## config.mk

```make
export PLATFORM = sky130hd
export DESIGN_NAME = bms_queue
export DESIGN_NICKNAME = d
export VERILOG_FILES = /design/src/bms_pkg.sv /design/src/bms_queue.sv
export SDC_FILE = /design/constraint.sdc
export NUM_CORES = 1
export LEC_CHECK = 0
export BUFFER_PORTS_ARGS = -buffer_cell sky130_fd_sc_hd__buf_2
export CAP_MARGIN = 20
export CORE_AREA = 8 8 337 339
export CTS_CLUSTER_DIAMETER = 100
export CTS_CLUSTER_SIZE = 30
export DETAILED_ROUTE_END_ITERATION = 8
export DIE_AREA = 0 0 345 347
export PLACE_DENSITY = 0.46
export SYNTH_ARGS = -nofsm -noshare
export SYNTH_HDL_FRONTEND = slang
export SYNTH_SLANG_ARGS = --single-unit
```

## constraint.sdc

```tcl
create_clock -name clk -period 31.9 [get_ports clk]
set_clock_uncertainty 0.2 [all_clocks]
set_input_delay 6.38 -clock clk [delete_from_list [all_inputs] [get_ports clk]]
set_output_delay 6.38 -clock clk [all_outputs]
set_load 0.005 [all_outputs]
```

## src/bms_pkg.sv

```systemverilog
// ----------------------------------------------------------------------------
// bms_pkg: shared types and constants
// Widths, limits and the transaction structs used by the mean/std unit.
// ----------------------------------------------------------------------------
package bms_pkg;

	localparam int CoordWidth   = 24;
	localparam int MaxParticles = 65536;
	localparam int NCoord       = 4;
	localparam int CountWidth   = $clog2(MaxParticles + 1);
	localparam int SumWidth     = 40;
	localparam int SqWidth      = 64;
	localparam int StdWidth     = 23;
	localparam int RootWidth    = 32;
	localparam int QueueDepth   = 2;

	typedef logic signed [CoordWidth-1:0] coord_t;

	typedef struct packed {
		coord_t pos_x;
		coord_t angle_x;
		coord_t energy_dev;
		coord_t long_pos;
		logic   full_stats;
		logic   last;
	} in_item_t;

	typedef struct packed {
		coord_t              mean_x;
		coord_t              mean_angle;
		coord_t              mean_energy;
		coord_t              mean_long;
		logic [StdWidth-1:0] std_x;
		logic [StdWidth-1:0] std_angle;
		logic [StdWidth-1:0] std_energy;
		logic [StdWidth-1:0] std_long;
		logic                stats_full;
	} out_item_t;

	// Finished bunch totals handed from front to back.
	typedef struct packed {
		logic [NCoord-1:0][SumWidth-1:0] sums;
		logic [NCoord-1:0][SqWidth-1:0]  sqs;
		logic [CountWidth-1:0]           count;
		logic                            full;
	} bunch_t;

	typedef enum logic [2:0] {
		ST_IDLE,
		ST_MEAN,
		ST_MSQ,
		ST_ROOT,
		ST_OUT
	} back_state_t;

endpackage

```

## src/bms_queue.sv

```systemverilog
// ----------------------------------------------------------------------------
// bms_queue: bunch totals FIFO
// Short register FIFO between accumulator and divider.
// ----------------------------------------------------------------------------
module bms_queue (
	input  logic            clk,
	input  logic            arst_n,
	input  logic            push,
	input  bms_pkg::bunch_t push_data,
	output logic            full,
	output logic            not_empty,
	input  logic            pop,
	output bms_pkg::bunch_t pop_data
);
	localparam int D  = bms_pkg::QueueDepth;
	localparam int AW = $clog2(D);

	bms_pkg::bunch_t    mem_q [D];
	logic [AW-1:0]      wp_q, rp_q;
	logic [AW:0]        n_q;

	assign full      = n_q == (AW+1)'(D);
	assign not_empty = n_q != '0;
	assign pop_data  = mem_q[rp_q];

	always_ff @(posedge clk) begin
		if (push) mem_q[wp_q] <= push_data;
	end

	always_ff @(posedge clk or negedge arst_n) begin
		if (!arst_n) begin
			wp_q <= '0;
			rp_q <= '0;
			n_q  <= '0;
		end else begin
			if (push) wp_q <= (wp_q == AW'(D-1)) ? '0 : wp_q + 1'b1;
			if (pop)  rp_q <= (rp_q == AW'(D-1)) ? '0 : rp_q + 1'b1;
			n_q <= n_q + (AW+1)'(push) - (AW+1)'(pop);
		end
	end
endmodule

```

==> results.yml <==
route:
  drc: 0
  vias: 16200
  via_per_inst: 4.34
  ant_nets: 0
  dr.pass1.iters: 7
  wl_per_cell_microns: 24.1
  first_iter_violations: 818
  totalWireLength_mm: 89.8
placement:
  dpl.cell_count: 3622
  dp_hpwl_mm: 67.1
  port_buffers: 873
  dp_worst_setup_slack_ns: 21.07
  routabilityCongestion: 0.822
clock_tree:
  clk_latency_ns: 0.63
  htreeDepth: 2
  cts.clk_slew.worst_paths_ns: 0.11
  numCtsBuffers: 40
  cts_resized: 0
  cts.sinks: 872
  cts_tree: "yes"
  cts_setup_buffers: 0
  clockBufferDepth: 3
  cts_hold_buf: 0
  clock-root-buffer: "clkbuf_16"
yosys:
  synth_top_cell_by_area: "edfxtp_1"
  yosysWarnings: 0
  syn_avg_cell_area_sq_um: 23.1
  ys_types: 13
  yosys-top-cells-count: "868 x edfxtp_1, 330 x mux2_2, 104 x mux2_1, 31 x buf_2, 17 x buf_6"
  syn-cell-area_sq_um: 31500
  synth.ff_latch_count: 872
  synthFlopType: "edfxtp_1"
  synth_most_common_cell: "edfxtp_1"
  synthArstFlopShare: 0.00459
  yosysTopAreaCellShare: 0.828
  syn_nets: 1805
  seq_area_frac_synth: 0.831
  synth_edf_count: 868
  yosys-top-cells-area: "edfxtp_1 83%, mux2_2 12%, mux2_1 3.7%"
  netlist_instances: 1365
worst_hold_path:
  hold_path_depth: 1
  hold_path_class: "reg2reg"
  hold_path_end: "wp_q"
  min_from: "wp_q"
setup_path:
  path_max_fanout: 67
  cpLargestDelayFamily: "buffers and inverters"
  r2r_end: "mem_q[1][242]"
  cp_num_buf_inv: 4
  setup.reg_to_reg.worst_slack_ns: 27.28
  endpoint_kind: "output pin"
  cpPeakStageDelay_ns: 1.03
  crit_type: "reg2out"
  cpMaxStageDelayCell: "dfrtp_4"
  start_kind: "flop"
  crit_top_cell: "buf_4"
  r2r_cells: 4
  timing.critical_path.from: "rp_q"
  path_cells: "buf_4, buf_4, buf_4, mux2_2, buf_2"
  cp.arrival_ns: 4.86
  regToRegStartpoint: "wp_q"
  critical_path_required_ns: 25.32
die:
  core_sq_um: 108000
  start_util: 0.291
  rows: 121
  dieArea_sq_um: 120000
  die_height_microns: 347
  die_w_microns: 345
  io_pins: 874
timing:
  tns_ns: 0
  fin_crit_sh: 0.359
  worstMarginPinSlew_ns: 1.07
  fmax_ghz: 0.0874
  max-slew-margin-rel: 0.286
  fin_crit_ns: 11.44
  finalWorstSetupSlack_ns: 20.46
  rsz0062_at_grt: "no"
  hold_ws_ns: 0.359
  final_hold_viol_count: 0
  final_max_slew_viol_count: 0
  setup_viol: 0
pwr:
  power_density_nw_per_um2: 80.5
  cellLeakagePower_nw: 14.1
  vdd_ir_drop_max_v: 0.0000635
cells_and_area:
  multi_input_area_sq_um: 4990
  final_cells: 3720
  nFillCells: 10300
  register_area_sq_um: 26200
  layout.nets: 2690
  drive_gt1_frac: 0.564
  area_growth_pct: 23.3
  final_util: 0.359
grt:
  grt_overflow: 0
  grt_pass1_vias: 17500
  antenna_found_initial: 59
  grt_pass1_wl_mm: 126
  grt_usage: 0.142
  grt_max_degree: 142
run:
  drv_cap: 0
outcome:
  status: "completed"
==> layout by cell type, fill, tap and decap left out <==
| master | instances |
|---|---|
| inv_1 | 2 |
| ha_1 | 2 |
| xor2_1 | 2 |
| inv_16 | 2 |
| clkinv_4 | 1 |
| inv_6 | 4 |
| inv_12 | 1 |
| dfrtp_1 | 3 |
| buf_2 | 873 |
| clkinv_8 | 1 |
| buf_12 | 2 |
| mux2_2 | 330 |
| buf_4 | 16 |
| nor2b_4 | 1 |
| clkinv_16 | 3 |
| edfxtp_1 | 868 |
| clkbuf_1 | 6 |
| clkinvlp_4 | 1 |
| dfrtp_4 | 1 |
| clkinv_2 | 2 |
| diode_2 | 36 |
| nor2b_1 | 1 |
| mux2_1 | 104 |
| xor3_1 | 1 |
| and2_4 | 1 |
| or2_2 | 1 |
| clkbuf_16 | 41 |
==> cell families (layout without fill, tap and decap cells) <==
group / Yosys count / count (layout) / share of synthesized area
flops: 872 / 872 / 0.831
simple gates: 4 / 4 / 0.000795
buf+inv: 50 / 955 / 0.0112
xor+xnor: 3 / 3 / 0.00131
other cells: 0 / 36 / 0
fa+ha+maj: 2 / 2 / 0.000794
mux: 434 / 434 / 0.155
==> worst register-to-register path: cells and delay by family (launching register included) <==
family	cells	cell delay (ns)
buffers and inverters	3	2.73
DFF	1	0.45
and+or+nand+nor	1	0.81
==> report_power, final <==
| part | switching (mW) | leakage (nW) | internal, mW |
|---|---|---|---|
| logic | 0.511 | 5.31 | 0.416 |
| clock network | 0.368 | 0.611 | 0.251 |
| registers | 0.0627 | 8.19 | 1.52 |
==> how the worst max path moves through the flow <==
stage / endpoint / slack (ns) / cells past startpoint
finish: pop_data[35] / 20.46 / 5
floorplan: mem_q[0][0] / 5.41 / 1
global placement: mem_q[0][123] / 20.93 / 5
detailed placement: pop_data[237] / 21.07 / 5
global route: pop_data[35] / 20.06 / 5
CTS: pop_data[35] / 20.33 / 5
==> per-layer routing <==
metal | up-vias | global-route usage | share of wire
met3 | 167 | 0.0668 | 0.097
li1 | 7226 | - | -
met2 | 631 | 0.259 | 0.52
met1 | 8089 | 0.141 | 0.34
met4 | 42 | 0.0512 | 0.033
met5 | - | 0 | 0.0030
==> flip-flops by register name, summed over array words and instances, names as in the netlist <==
name / count
n_q: 2
rp_q: 1
mem_q: 868
wp_q: 1
==> through the flow <==
| stage | area, sq um | power, mW |
|---|---|---|
| 4_1_cts | 38700 | 3.19 |
| 3_5_place_dp | 37500 | 2.57 |
| 5_1_grt | 38800 | 3.29 |
| 3_3_place_gp | 37400 | 2.56 |
| 6_report | 38800 | 3.13 |
| 2_1_floorplan | 31500 | 2.25 |
==> final cells by class <==
cell class                 count  share of cell area
clock inverter                15             0.00577
clock buffer                  47              0.0270
multi-input combinational    443               0.128
sequential                   872               0.674
timing repair buffer         891               0.117
inverter                       2            0.000193
tap                         1414              0.0456
antenna                       36             0.00232
Note: power is estimated with default switching activity, not from simulation.
