**src/bms_pkg.sv**
```systemverilog
// ----------------------------------------------------------------------------
// bms_pkg: shared types and constants
// Widths, limits and the transaction structs used by the mean/std unit.
// ----------------------------------------------------------------------------
package bms_pkg;

	localparam int CoordWidth   = 24;
	localparam int MaxParticles = 65536;
	localparam int NCoord       = 4;
	localparam int CountWidth   = $clog2(MaxParticles + 1);
	localparam int SumWidth     = 40;
	localparam int SqWidth      = 64;
	localparam int StdWidth     = 23;
	localparam int RootWidth    = 32;
	localparam int QueueDepth   = 2;

	typedef logic signed [CoordWidth-1:0] coord_t;

	typedef struct packed {
		coord_t pos_x;
		coord_t angle_x;
		coord_t energy_dev;
		coord_t long_pos;
		logic   full_stats;
		logic   last;
	} in_item_t;

	typedef struct packed {
		coord_t              mean_x;
		coord_t              mean_angle;
		coord_t              mean_energy;
		coord_t              mean_long;
		logic [StdWidth-1:0] std_x;
		logic [StdWidth-1:0] std_angle;
		logic [StdWidth-1:0] std_energy;
		logic [StdWidth-1:0] std_long;
		logic                stats_full;
	} out_item_t;

	// Finished bunch totals handed from front to back.
	typedef struct packed {
		logic [NCoord-1:0][SumWidth-1:0] sums;
		logic [NCoord-1:0][SqWidth-1:0]  sqs;
		logic [CountWidth-1:0]           count;
		logic                            full;
	} bunch_t;

	typedef enum logic [2:0] {
		ST_IDLE,
		ST_MEAN,
		ST_MSQ,
		ST_ROOT,
		ST_OUT
	} back_state_t;

endpackage

```
**src/bms_if.sv**
```systemverilog


interface bms_out_if;
	logic               valid;
	logic               ready;
	bms_pkg::out_item_t data;
	modport source (output valid, output data, input ready);
	modport sink (input valid, input data, output ready);
endinterface

```
**src/bms_back.sv**
```systemverilog
// ----------------------------------------------------------------------------
// bms_back: divide and root back end
// Serial floor divides and integer square roots, one coordinate at a time.
// ----------------------------------------------------------------------------
module bms_back (
	input  logic            clk,
	input  logic            arst_n,
	input  logic            q_ne,
	input  bms_pkg::bunch_t q_data,
	output logic            q_pop,
	bms_out_if.source       out_ch
);
	localparam int NC = bms_pkg::NCoord;
	localparam int SW = bms_pkg::SumWidth;
	localparam int QW = bms_pkg::SqWidth;
	localparam int CW = bms_pkg::CountWidth;
	localparam int RW = bms_pkg::RootWidth;
	localparam int W  = bms_pkg::CoordWidth;

	bms_pkg::back_state_t st_q, st_d;
	bms_pkg::bunch_t      b_q;
	logic [1:0]           ci_q;
	logic [6:0]           step_q;
	logic [QW-1:0]        num_q;    // shifting dividend / quotient
	logic [CW:0]          rem_q;
	logic                 neg_q;
	logic signed [W:0]    mean_q [NC];
	logic [QW-1:0]        rad_q;
	logic [RW-1:0]        root_q;
	logic [RW+1:0]        rrem_q;
	logic [bms_pkg::StdWidth-1:0] sd_q [NC];
	logic                 ovalid_q;
	bms_pkg::out_item_t   odata_q;

	logic [CW:0]          trial;
	logic [CW:0]          rsh;
	logic [RW+1:0]        rtrial;
	logic [RW+1:0]        rrsh;
	logic signed [W:0]    mfix;
	logic signed [2*W+1:0] msqr;
	logic signed [QW:0]   radf;

	// Restoring divide, one bit a cycle.
	assign rsh   = {rem_q[CW-1:0], num_q[QW-1]};
	assign trial = rsh - (CW+1)'(b_q.count);
	// Restoring square root, two radicand bits a cycle.
	assign rrsh   = {rrem_q[RW-1:0], rad_q[QW-1:QW-2]};
	assign rtrial = rrsh - {root_q, 2'b01};

	always_comb begin
		// Floor correction on the magnitude quotient of a negative sum.
		if (neg_q)
			mfix = $signed(-(W+1)'(num_q) - (W+1)'(rem_q != '0));
		else
			mfix = $signed((W+1)'(num_q));
	end
	assign msqr = mean_q[ci_q] * mean_q[ci_q];
	assign radf = $signed({1'b0, num_q}) - (QW+1)'(msqr);

	always_ff @(posedge clk or negedge arst_n) begin
		if (!arst_n) st_q <= bms_pkg::ST_IDLE;
		else         st_q <= st_d;
	end

	always_comb begin
		st_d  = st_q;
		q_pop = 1'b0;
		case (st_q)
			bms_pkg::ST_IDLE: if (q_ne && !ovalid_q) st_d = bms_pkg::ST_MEAN;
			bms_pkg::ST_MEAN: if (step_q == 7'(SW)) begin
				if (!b_q.full) st_d = bms_pkg::ST_OUT;
				else           st_d = bms_pkg::ST_MSQ;
			end
			bms_pkg::ST_MSQ:  if (step_q == 7'(QW)) st_d = bms_pkg::ST_ROOT;
			bms_pkg::ST_ROOT: if (step_q == 7'(RW)) begin
				if (ci_q == 2'(NC-1)) st_d = bms_pkg::ST_OUT;
				else                  st_d = bms_pkg::ST_MEAN;
			end
			bms_pkg::ST_OUT: begin
				st_d  = bms_pkg::ST_IDLE;
				q_pop = 1'b1;
			end
			default: st_d = bms_pkg::ST_IDLE;
		endcase
	end

	always_ff @(posedge clk) begin
		case (st_q)
			bms_pkg::ST_IDLE: begin
				b_q    <= q_data;
				ci_q   <= '0;
				step_q <= '0;
				rem_q  <= '0;
				neg_q  <= q_data.sums[0][SW-1];
				num_q  <= QW'(q_data.sums[0][SW-1] ? -q_data.sums[0] : q_data.sums[0])
				          << (QW - SW);
				for (int i = 0; i < NC; i++) begin
					mean_q[i] <= '0;
					sd_q[i]   <= '0;
				end
			end
			bms_pkg::ST_MEAN: begin
				if (step_q == 7'(SW)) begin
					mean_q[ci_q] <= mfix;
					step_q <= '0;
					rem_q  <= '0;
					num_q  <= b_q.sqs[ci_q];
				end else begin
					step_q <= step_q + 1'b1;
					rem_q  <= trial[CW] ? rsh : trial;
					num_q  <= {num_q[QW-2:0], ~trial[CW]};
				end
			end
			bms_pkg::ST_MSQ: begin
				if (step_q == 7'(QW)) begin
					step_q <= '0;
					rad_q  <= radf[QW] ? '0 : radf[QW-1:0];
					root_q <= '0;
					rrem_q <= '0;
				end else begin
					step_q <= step_q + 1'b1;
					rem_q  <= trial[CW] ? rsh : trial;
					num_q  <= {num_q[QW-2:0], ~trial[CW]};
				end
			end
			bms_pkg::ST_ROOT: begin
				if (step_q == 7'(RW)) begin
					sd_q[ci_q] <= (root_q > RW'({bms_pkg::StdWidth{1'b1}})) ?
					              '1 : root_q[bms_pkg::StdWidth-1:0];
					ci_q   <= ci_q + 1'b1;
					step_q <= '0;
					rem_q  <= '0;
					neg_q  <= b_q.sums[2'(ci_q + 1'b1)][SW-1];
					num_q  <= QW'(b_q.sums[2'(ci_q + 1'b1)][SW-1] ?
					          -b_q.sums[2'(ci_q + 1'b1)] : b_q.sums[2'(ci_q + 1'b1)])
					          << (QW - SW);
				end else begin
					step_q <= step_q + 1'b1;
					rad_q  <= {rad_q[QW-3:0], 2'b00};
					rrem_q <= rtrial[RW+1] ? rrsh : rtrial;
					root_q <= {root_q[RW-2:0], ~rtrial[RW+1]};
				end
			end
			default: ;
		endcase
	end

	// Output register: fill on completion, drop when the sink takes it.
	always_ff @(posedge clk or negedge arst_n) begin
		if (!arst_n) ovalid_q <= 1'b0;
		else if (st_q == bms_pkg::ST_OUT) ovalid_q <= 1'b1;
		else if (out_ch.ready) ovalid_q <= 1'b0;
	end

	always_ff @(posedge clk) begin
		if (st_q == bms_pkg::ST_OUT) begin
			odata_q.mean_x      <= mean_q[0][W-1:0];
			odata_q.mean_angle  <= mean_q[1][W-1:0];
			odata_q.mean_energy <= mean_q[2][W-1:0];
			odata_q.mean_long   <= mean_q[3][W-1:0];
			odata_q.std_x       <= sd_q[0];
			odata_q.std_angle   <= sd_q[1];
			odata_q.std_energy  <= sd_q[2];
			odata_q.std_long    <= sd_q[3];
			odata_q.stats_full  <= b_q.full;
		end
	end

	assign out_ch.valid = ovalid_q;
	assign out_ch.data  = odata_q;
endmodule

```
**src/flat_wrapper.sv**
```systemverilog
// flat-port wrapper written by rule: the top's interface ports become plain ports
module bms_back_flat 
  (clk, arst_n, q_ne, q_data, q_pop, out_ch_valid, out_ch_data, out_ch_ready);
  bms_out_if out_ch_i ();
  input  logic clk;
  input  logic arst_n;
  input  logic q_ne;
  input  bms_pkg::bunch_t q_data;
  output logic q_pop;
  output wire logic [$bits(out_ch_i.valid)-1:0] out_ch_valid;
  output wire logic [$bits(out_ch_i.data)-1:0] out_ch_data;
  input wire logic [$bits(out_ch_i.ready)-1:0] out_ch_ready;
  assign out_ch_valid = out_ch_i.valid;
  assign out_ch_data = out_ch_i.data;
  assign out_ch_i.ready = out_ch_ready;
  bms_back u_core (.clk(clk), .arst_n(arst_n), .q_ne(q_ne), .q_data(q_data), .q_pop(q_pop), .out_ch(out_ch_i));
endmodule
```
**config.mk**
```make
export PLATFORM = sky130hd
export DESIGN_NAME = bms_back_flat
export DESIGN_NICKNAME = d
export VERILOG_FILES = /design/src/bms_pkg.sv /design/src/bms_if.sv /design/src/bms_back.sv /design/src/flat_wrapper.sv
export SDC_FILE = /design/constraint.sdc
export NUM_CORES = 2
export LEC_CHECK = 0
export BUFFER_PORTS_ARGS = -buffer_cell sky130_fd_sc_hd__buf_2
export CAP_MARGIN = 30
export CORE_MARGIN = 4
export CORE_UTILIZATION = 55
export CTS_BUF_LIST = sky130_fd_sc_hd__clkbuf_8 sky130_fd_sc_hd__clkbuf_16
export CTS_CLUSTER_DIAMETER = 100
export DETAILED_ROUTE_END_ITERATION = 16
export PLACE_DENSITY = 0.81
export SYNTH_ARGS = -nofsm -noshare
export SYNTH_HDL_FRONTEND = slang
export SYNTH_SLANG_ARGS = --single-unit
```
**constraint.sdc**
```tcl
create_clock -name clk -period 52.5 [get_ports clk]
set_input_delay 0 -clock clk [delete_from_list [all_inputs] [get_ports clk]]
set_output_delay 0 -clock clk [all_outputs]
set_load 0.05 [all_outputs]
```
==> key figures <==
Outcome
  • Status: completed

Die
  • Initial core utilization: 55.4%
  • I/O Pins: 629
  • Core area: 0.128 mm²
  • Rows: 131
  • Die area: 0.135 mm²
  • Die width: 367 µm
  • Die height: 367 µm

Setup path
  • Data required, critical path: 52.96 ns
  • Crit-path slowest cell: fa_1
  • Element type at the critical path end: flop
  • Reg2Reg Setup Slack: 40.56 ns
  • Arrival time at the worst endpoint: 12.41 ns
  • Crit Path Class: flop to flop
  • Crit path top cell by count: fa_1
  • Worst Setup Start Kind: flop
  • Max FO, Critical Path: 50
  • Crit-path max cell delay: 1.00 ns

Hold path
  • HP Class: primary input to flop
  • Hold path start: q_data[336]

Drt
  • Router iterations before antenna repair: 8
  • Vias per inst: 5.92
  • Vias post-DR: 53.3k
  • Drt total wl: 231,000 µm
  • WL/cell: 25.7 µm
  • Number of routed nets with antenna violations: 0
  • Initial DRC count: 7,257
  • # DRC: 0

Placed design
  • Gp weighted congestion: 0.936
  • IO Port Bufs: 628
  • DP Wirelength: 147,000 µm
  • Area post-placement: 0.0760 mm²
  • Dpl cells: 7,981

Timing
  • Setup violators final: 0
  • Setup total negative slack: 0 ns
  • Fin. max-slew vios: 0
  • Post-layout minimum cycle time: 11.94 ns
  • Slew margin rel.: 19.7%
  • Final Hold Fails: 0
  • Worst-Margin Slew: 1.20 ns
  • RSZ-0062 raised after global routing: no
  • Max Clk Rate: 83.7 MHz
  • Clock skew: 0.0483 ns
  • Period utilization: 22.8%

Clock tree
  • Clock root buffer: clkbuf_16
  • CTS tree: yes
  • Post-CTS Setup Bufs: 0
  • Clk slew on worst S/H paths: 0.06 ns
  • Clk_lat worst skew: 0.75 ns
  • Number of H-tree levels: 3
  • Post-CTS Resized: 0
  • CTS max path bufs: 3
  • CTS Buf Count: 102
  • Clock Sinks: 1,041

Layout
  • Syn-to-layout area delta: 23.8%
  • Layout Nets: 8,733
  • Post-route cell area: 0.0876 mm²
  • Fraction of layout cells with a size suffix above 1: 14.5%
  • Post-route insts no fill: 8,994
  • Filler Cells Inserted: 8,143

Synthesis
  • Async SR Flop Fraction: 0.384%
  • YS warnings: 0
  • Register area share after synthesis: 44.1%
  • Syn Nets: 7,322
  • Post-Synthesis Cells: 5,819
  • Area share of the largest cell type after synthesis: 43.9%
  • Most frequent cells after synthesis: inv_1, edfxtp_1, fa_1
  • Syn_area_per_cell: 12.2 µm²
  • Dominant cell type by area after synthesis: edfxtp_1
  • Count leader, synth: inv_1
  • Synth Cell Area: 0.0708 mm²
  • Synth Register Bits: 1,041
  • Number of synthesized flops with an enable pin: 1,035
  • Top cells by area, synth: edfxtp_1, fa_1, inv_1
  • Post-synthesis cell type count: 89
  • Ys flop type: edfxtp_1

Global route
  • Initial antenna violation count: 22
  • Tot GR Track Use: 34.3%
  • Vias in the first global route: 57.2k
  • GRT overflow: 0
  • Global-route wire length before repair: 348,000 µm
  • Largest net degree at the start of global routing: 192

Job
  • Max-cap violations: 0
## through the flow
step / setup slack (ns) / hold slack (ns) / utilization [%]
floorplan: 29.74 / -0.296 / -
global placement: 40.93 / -0.128 / 59.4
detailed placement: 40.70 / -0.130 / 59.5
CTS: 40.68 / 0.000292 / 68.5
global route: 39.88 / 0.0238 / 68.6
finish: 40.56 / 0.0248 / 68.6
## metal layers
layer,vias to the layer above,wire [µm],track usage (%)
li1,22200,-,-
met1,26200,74800,39.1
met2,3887,112000,56.8
met3,1033,24400,8.34
met4,6,20000,24.4
met5,-,37,0
## cells by family after synthesis
logic type | synth area share [%]
buf+inv | 7.30
fa+ha+maj | 27.2
flops | 44.1
xor+xnor | 2.70
simple gates | 7.43
mux | 4.77
compound gates | 6.47
## layout by cell type (no fill, tap or decap), types with 161 or more instances in the layout
cell,count
o21ai_0,176
xnor2_1,161
edfxtp_1,1035
fa_1,792
a21oi_1,171
buf_2,628
inv_1,1143
ha_1,271
nand2_1,434
dlygate4sd3_1,801
nor2_1,506
## state kept, by name (all words and copies together) (netlist names), 32 cells and up, named ones only
register	cells
out_ch_data	188
u_core.b_q	434
u_core.mean_q	100
u_core.num_q	64
u_core.rad_q	64
u_core.root_q	32
u_core.rrem_q	32
u_core.sd_q	92
## final cells by class
type / count / area, µm² / share of cell area (%)
multi-input combinational: 3422 / 34500 / 39.4
sequential: 1041 / 31200 / 35.6
timing repair buffer: 1516 / 12000 / 13.7
inverter: 1147 / 4310 / 4.92
clock buffer: 103 / 2580 / 2.94
tap: 1662 / 2080 / 2.37
clock inverter: 85 / 878 / 1.00
antenna: 18 / 45.0 / 0.0514
## worst max-delay path, delay by kind of cell, from the launching register on
kind / cells / cell delay, ns
adder cells (fa/ha/maj): 8 / 5.26
buffers and inverters: 8 / 2.62
AO/OA/AOI/OAI: 6 / 1.59
AND/OR/NAND/NOR: 4 / 1.00
multiplexers: 2 / 0.67
flip-flops: 1 / 0.40
## what timing repair did
action,4_1_cts,5_1_grt
hold buffers,801,0
endpoints found under the setup margin,0,0
hold endpoints to repair,480,0
## worst paths after layout
check | end | cells past startpoint
worst max-delay path | u_core.rad_q[23] | 28
worst min-delay path | u_core.b_q[336] | 2
worst max register to register | u_core.rad_q[23] | 28
worst min register to register | out_ch_data[3] | 0
max in group asynchronous | u_core.st_q[0] | 3
min in group asynchronous | u_core.st_q[2] | 3
Power is not shown: default switching activity piles up to over one toggle a cycle in this logic, so the estimate is an artifact.
